### config.mk
export PLATFORM = sky130hd
export DESIGN_NAME = fcull_plane_unit
export DESIGN_NICKNAME = d
export VERILOG_FILES = /design/src/design/fcull_pkg.sv /design/src/design/fcull_plane_unit.sv
export SDC_FILE = /design/constraint.sdc
export NUM_CORES = 2
export LEC_CHECK = 0
export ABC_AREA = 1
export ABC_CLOCK_PERIOD_IN_PS = 6940
export CAP_MARGIN = 25
export CORE_ASPECT_RATIO = 0.75
export CORE_UTILIZATION = 45
export CTS_CLUSTER_DIAMETER = 60
export DETAILED_ROUTE_END_ITERATION = 8
export DONT_BUFFER_PORTS = 1
export MAX_ROUTING_LAYER = met4
export PLACE_DENSITY_LB_ADDON = 0.1
export SLEW_MARGIN = 20
export SYNTH_ARGS = -nofsm -noshare
export SYNTH_HDL_FRONTEND = slang
export SYNTH_SLANG_ARGS = --single-unit
### constraint.sdc
create_clock -name clk -period 6.94 [get_ports clk]
set_input_delay 0.694 -clock clk [delete_from_list [all_inputs] [get_ports clk]]
set_output_delay 0.694 -clock clk [all_outputs]
set_load 0.05 [all_outputs]
### src/design/fcull_pkg.sv
`timescale 1ns / 1ps
// ----------------------------------------------------------------------------
// fcull_pkg
// Shared types and constants of the frustum culling test: plane layout,
// coordinate bundles and the arithmetic widths of the distance path.
// ----------------------------------------------------------------------------
package fcull_pkg;

	localparam int PLANE_COUNT  = 6;
	localparam int COORD_W      = 16;
	localparam int COEF_W       = 16;
	localparam int RADIUS_W     = 15;
	localparam int PROD_W       = COORD_W + COEF_W;
	localparam int OFFSET_SHIFT = 14;
	localparam int DIST_W       = 35;
	localparam int CFG_W        = 64;
	localparam int CFG_IDX_W    = 3;
	localparam int OFS_PAD_W    = DIST_W - COEF_W - OFFSET_SHIFT;
	localparam int RAD_PAD_W    = DIST_W - RADIUS_W - OFFSET_SHIFT;
	localparam int PROD_PAD_W   = DIST_W - PROD_W;

	localparam logic [CFG_IDX_W-1:0] REG_PLANE_LEFT   = 3'd0;
	localparam logic [CFG_IDX_W-1:0] REG_PLANE_RIGHT  = 3'd1;
	localparam logic [CFG_IDX_W-1:0] REG_PLANE_BOTTOM = 3'd2;
	localparam logic [CFG_IDX_W-1:0] REG_PLANE_TOP    = 3'd3;
	localparam logic [CFG_IDX_W-1:0] REG_PLANE_NEAR   = 3'd4;
	localparam logic [CFG_IDX_W-1:0] REG_PLANE_FAR    = 3'd5;

	localparam logic MODE_SPHERE = 1'b0;
	localparam logic MODE_BOX    = 1'b1;

	typedef struct packed {
		logic signed [COEF_W-1:0] d;
		logic signed [COEF_W-1:0] c;
		logic signed [COEF_W-1:0] b;
		logic signed [COEF_W-1:0] a;
	} plane_t;

	typedef plane_t [PLANE_COUNT-1:0] plane_set_t;

	typedef struct packed {
		logic signed [COORD_W-1:0] x;
		logic signed [COORD_W-1:0] y;
		logic signed [COORD_W-1:0] z;
	} coord_t;

	typedef struct packed {
		logic                mode;
		logic [RADIUS_W-1:0] radius;
	} stage_ctrl_t;

endpackage

### src/design/fcull_plane_unit.sv
`timescale 1ns / 1ps
// ----------------------------------------------------------------------------
// fcull_plane_unit
// Tests one plane: registers the three per-axis products, then sums them
// with the scaled offset and compares against the sphere or box bound.
// ----------------------------------------------------------------------------
module fcull_plane_unit (
	input  logic                   clk,
	input  fcull_pkg::plane_t      plane,
	input  logic                   mode_s1,
	input  fcull_pkg::coord_t      lo_s1,
	input  fcull_pkg::coord_t      hi_s1,
	input  fcull_pkg::stage_ctrl_t ctrl_s2,
	output logic                   plane_ok
);
	import fcull_pkg::*;

	logic signed [PROD_W-1:0] px_lo, px_hi, py_lo, py_hi, pz_lo, pz_hi;
	logic signed [PROD_W-1:0] tx_s2, ty_s2, tz_s2;
	logic signed [DIST_W-1:0] dist_sum;
	logic signed [DIST_W-1:0] ofs;
	logic signed [DIST_W-1:0] rad;
	logic signed [DIST_W-1:0] margin;

	assign px_lo = lo_s1.x * plane.a;
	assign px_hi = hi_s1.x * plane.a;
	assign py_lo = lo_s1.y * plane.b;
	assign py_hi = hi_s1.y * plane.b;
	assign pz_lo = lo_s1.z * plane.c;
	assign pz_hi = hi_s1.z * plane.c;

	// In box mode each axis takes the corner that maximizes its term, so the
	// sum is the largest distance over all eight corners.
	always_ff @(posedge clk) begin
		tx_s2 <= (mode_s1 == MODE_BOX && px_hi > px_lo) ? px_hi : px_lo;
		ty_s2 <= (mode_s1 == MODE_BOX && py_hi > py_lo) ? py_hi : py_lo;
		tz_s2 <= (mode_s1 == MODE_BOX && pz_hi > pz_lo) ? pz_hi : pz_lo;
	end

	assign ofs  = {{OFS_PAD_W{plane.d[COEF_W-1]}}, plane.d, {OFFSET_SHIFT{1'b0}}};
	assign rad  = {{RAD_PAD_W{1'b0}}, ctrl_s2.radius, {OFFSET_SHIFT{1'b0}}};
	assign dist_sum = {{PROD_PAD_W{tx_s2[PROD_W-1]}}, tx_s2}
	                + {{PROD_PAD_W{ty_s2[PROD_W-1]}}, ty_s2}
	                + {{PROD_PAD_W{tz_s2[PROD_W-1]}}, tz_s2}
	                + ofs;
	assign margin = dist_sum + rad;

	always_comb begin
		if (ctrl_s2.mode == MODE_BOX) begin
			plane_ok = (dist_sum > $signed({DIST_W{1'b0}}));
		end else begin
			plane_ok = !margin[DIST_W-1];
		end
	end

endmodule

==> results by group <==
Outcome
  • Status: finished with violations
  • Failing checks: setup timing

Placed design
  • Gpl congestion: 0.949
  • Hpwl dp: 178000 µm
  • I/O Buffers: 0
  • Placed cell areas: 79000 µm²

Detailed routing
  • DRT Wirelength: 213000 µm
  • Initial DRC count: 3592
  • Pre-Repair DR Iteration Count: 6
  • Wl on met1: 106000 µm
  • Vias: 57551
  • Final ANT Viol Nets: 0
  • Top Layer Used: met4
  • WL per Instance: 18.0 µm
  • Detailed-route DRC error count: 0
  • Routed met3 length: 14000 µm
  • Number of vias per cell: 4.86
  • DR WL met2: 90300 µm

Logic synthesis
  • Syn nets: 11543
  • YS warnings: 0
  • Top FF cell, synth: dfxtp_1
  • Synth Area in XOR/XNOR: 2.72%
  • Distinct cell type count after synthesis: 51
  • Multiplexer share of the synthesized area: 0%
  • Sequential share of the synthesized area: 2.73%
  • Avg Cell Area, Syn: 7.75 µm²
  • Post-synth EDFFs: 0
  • Yosys reg bits: 96
  • Area of the mapped netlist: 70500 µm²
  • Mapped Cells: 9094
  • Main combinational cell family by area after synthesis: adder cells
  • Simple-gate share of the synthesized area: 15.7%
  • Post-synthesis compound-gate area fraction: 4.42%
  • Ys async rst share: 0%
  • Synth Area in Adders: 57.6%

Die
  • Die Span X: 459 µm
  • Die area: 158000 µm²
  • CORE AREA: 155000 µm²
  • Cell Rows: 125
  • I/O Pins: 179
  • Die Y: 345 µm
  • Initial Utilization: 45.4%

Timing
  • Slew @ Worst Pin: 0.872 ns
  • Final min period: 7.25 ns
  • Final Hold Vio Count: 0
  • RSZ-0062 raised after global routing: yes
  • Slew Limit Headroom: 41.5%
  • Final setup fails: 96
  • Max Slew Vio Count: 0
  • Period Utilization, post-route: 105%
  • F_max: 0.138 GHz
  • Post-route worst setup slack: -0.312 ns

Setup path
  • CP Data Required Time: 7.22 ns
  • Critical path arrival: 7.53 ns
  • Crit-path slowest cell: fa_2
  • Crit path launch type: input pin
  • CP Launch Point: plane[31]
  • Cell mode on critical path: fa_2
  • Crit path kind: input pin to flip-flop
  • CP peak stage delay: 0.54 ns
  • Worst Path Max Fanout: 7
  • Setup crit end kind: flip-flop

GRT
  • Vias in the first global route: 61089
  • First-pass GRT wire length: 344000 µm
  • Largest net degree at the start of global routing: 33
  • Overall Global Routing Usage: 28.7%
  • Antenna violations before repair: 11
  • Total global routing overflow: 0

Layout
  • NumNets Final: 12175
  • Commonest non-fill, non-tap cell in the layout: inv_1
  • Fill count: 15035
  • Most frequent cells in the layout: 2768 x inv_1, 2138 x nand2_1, 1582 x fa_1, 878 x buf_4, 559 x ha_1
  • Layout cells sized above 1: 16.2%
  • Fin area: 83000 µm²
  • Area growth, synth to finish: 17.7%

Clock tree
  • Reg clk slew, reported paths: 0.07 ns
  • H-tree Lvls: 3
  • CTS sink cnt: 96
  • Cts bufs inserted: 9
  • TritonCTS clock tree: yes
  • Clock buffer depth: 2
  • Clock root buffer: clkbuf_16

Hold path
  • Hold Crit Class: input pin to flip-flop
  • Hold Startpoint: hi_s1[32]

Flow run
  • Max-cap violations: 0
cells by family (layout without fill, tap and decap cells):
kind of cell             Yosys count  in the layout
XOR/XNOR                         219            219
other                              0              9
AND/OR/NAND/NOR                 2799           2799
adder cells (fa/ha/maj)         2271           2271
AO/OA/AOI/OAI                    552            552
flip-flops                        96             96
buffers and inverters           3157           3794
final timing paths:
check / cells past startpoint / slack [ns] / endpoint
min: 2 / 0.53 / tx_s2[0]$_DFF_P_
max: 33 / -0.31 / ty_s2[1]$_DFF_P_
stage by stage:
stage,hold slack [ns],std cells,utilization [%],setup slack [ns],setup TNS [ns]
floorplan,0.872,9094,-,-0.241,-8.56
global placement,0.936,11707,50.9,-1.10,-75.21
detailed placement,0.929,11707,50.9,-0.991,-76.94
CTS,0.503,11797,52.6,-0.166,-9.31
global route,0.529,11835,53.5,-0.537,-41.57
finish,0.530,11835,53.5,-0.312,-19.39
flip-flops by register name, summed over array words and instances (netlist names):
register,flops
tx_s2,32
ty_s2,32
tz_s2,32
repair_timing:
action | 4_1_cts | 5_1_grt
buffers inserted | 60 | 27
cloned | 14 | 4
endpoints found under the hold margin | 0 | 0
gates resized for setup | 383 | 262
setup endpoints to repair | 96 | 96
hold buffers | 0 | 0
pin swaps | 117 | 156
final cells by class:
class                   instances  area, µm²  share of cell area (%)
clock buffers                  10        229                   0.276
clock inverters                 6       57.6                  0.0694
well taps                    2095       2620                    3.16
diodes                          9       22.5                  0.0271
flip-flops and latches         96       1920                    2.32
multi-input cells            5841      59800                    72.1
repair inverters                7       97.6                   0.118
inverters                    2841      10700                    12.9
repair buffers                930       7510                    9.05
layer usage:
layer | GRT usage, % | vias to the layer above
met5 | - | -
met4 | 3.51 | 0
met3 | 3.99 | 150
met2 | 41.6 | 1569
met1 | 43.5 | 28764
li1 | - | 27068
synth_stat cells, types with 2 or more instances:
cell type / number / area [µm²]
inv_1: 2838 / 10700
nand2_1: 2277 / 8550
fa_1: 1624 / 32500
ha_1: 647 / 8100
clkbuf_1: 304 / 1140
a21oi_1: 259 / 1300
nor2_1: 251 / 942
o21ai_0: 157 / 786
xor2_1: 122 / 1070
nand3_1: 110 / 551
xnor2_1: 97 / 850
dfxtp_1: 96 / 1920
nand4_1: 40 / 250
nor3_1: 39 / 195
or2_2: 32 / 200
a21o_1: 29 / 218
o21bai_1: 22 / 165
nor4_1: 15 / 93.8
a31oi_1: 12 / 75.1
a211oi_1: 10 / 75.1
buf_2: 10 / 50.1
a21boi_0: 9 / 67.6
a221oi_1: 9 / 78.8
o21a_1: 9 / 67.6
and2_1: 8 / 50.1
nand3b_1: 8 / 60.1
o211ai_1: 8 / 60.1
o21ai_1: 8 / 40.0
o31ai_1: 8 / 60.1
o2111a_1: 4 / 45.0
inv_2: 3 / 11.3
nand3_2: 3 / 30.0
nor3b_1: 3 / 22.5
or3_1: 3 / 18.8
buf_6: 2 / 22.5
nor4b_1: 2 / 17.5
or2_1: 2 / 12.5
worst max-delay path, delay by kind of cell:
kind,cells,cell delay (ns)
compound gates,5,0.89
xor+xnor,1,0.14
fa+ha+maj,8,3.53
buf+inv,11,1.23
simple gates,8,1.02
Power is left out: the tool's default activity adds up to more than one toggle a clock period on the data nets, which glitch-free logic cannot reach.
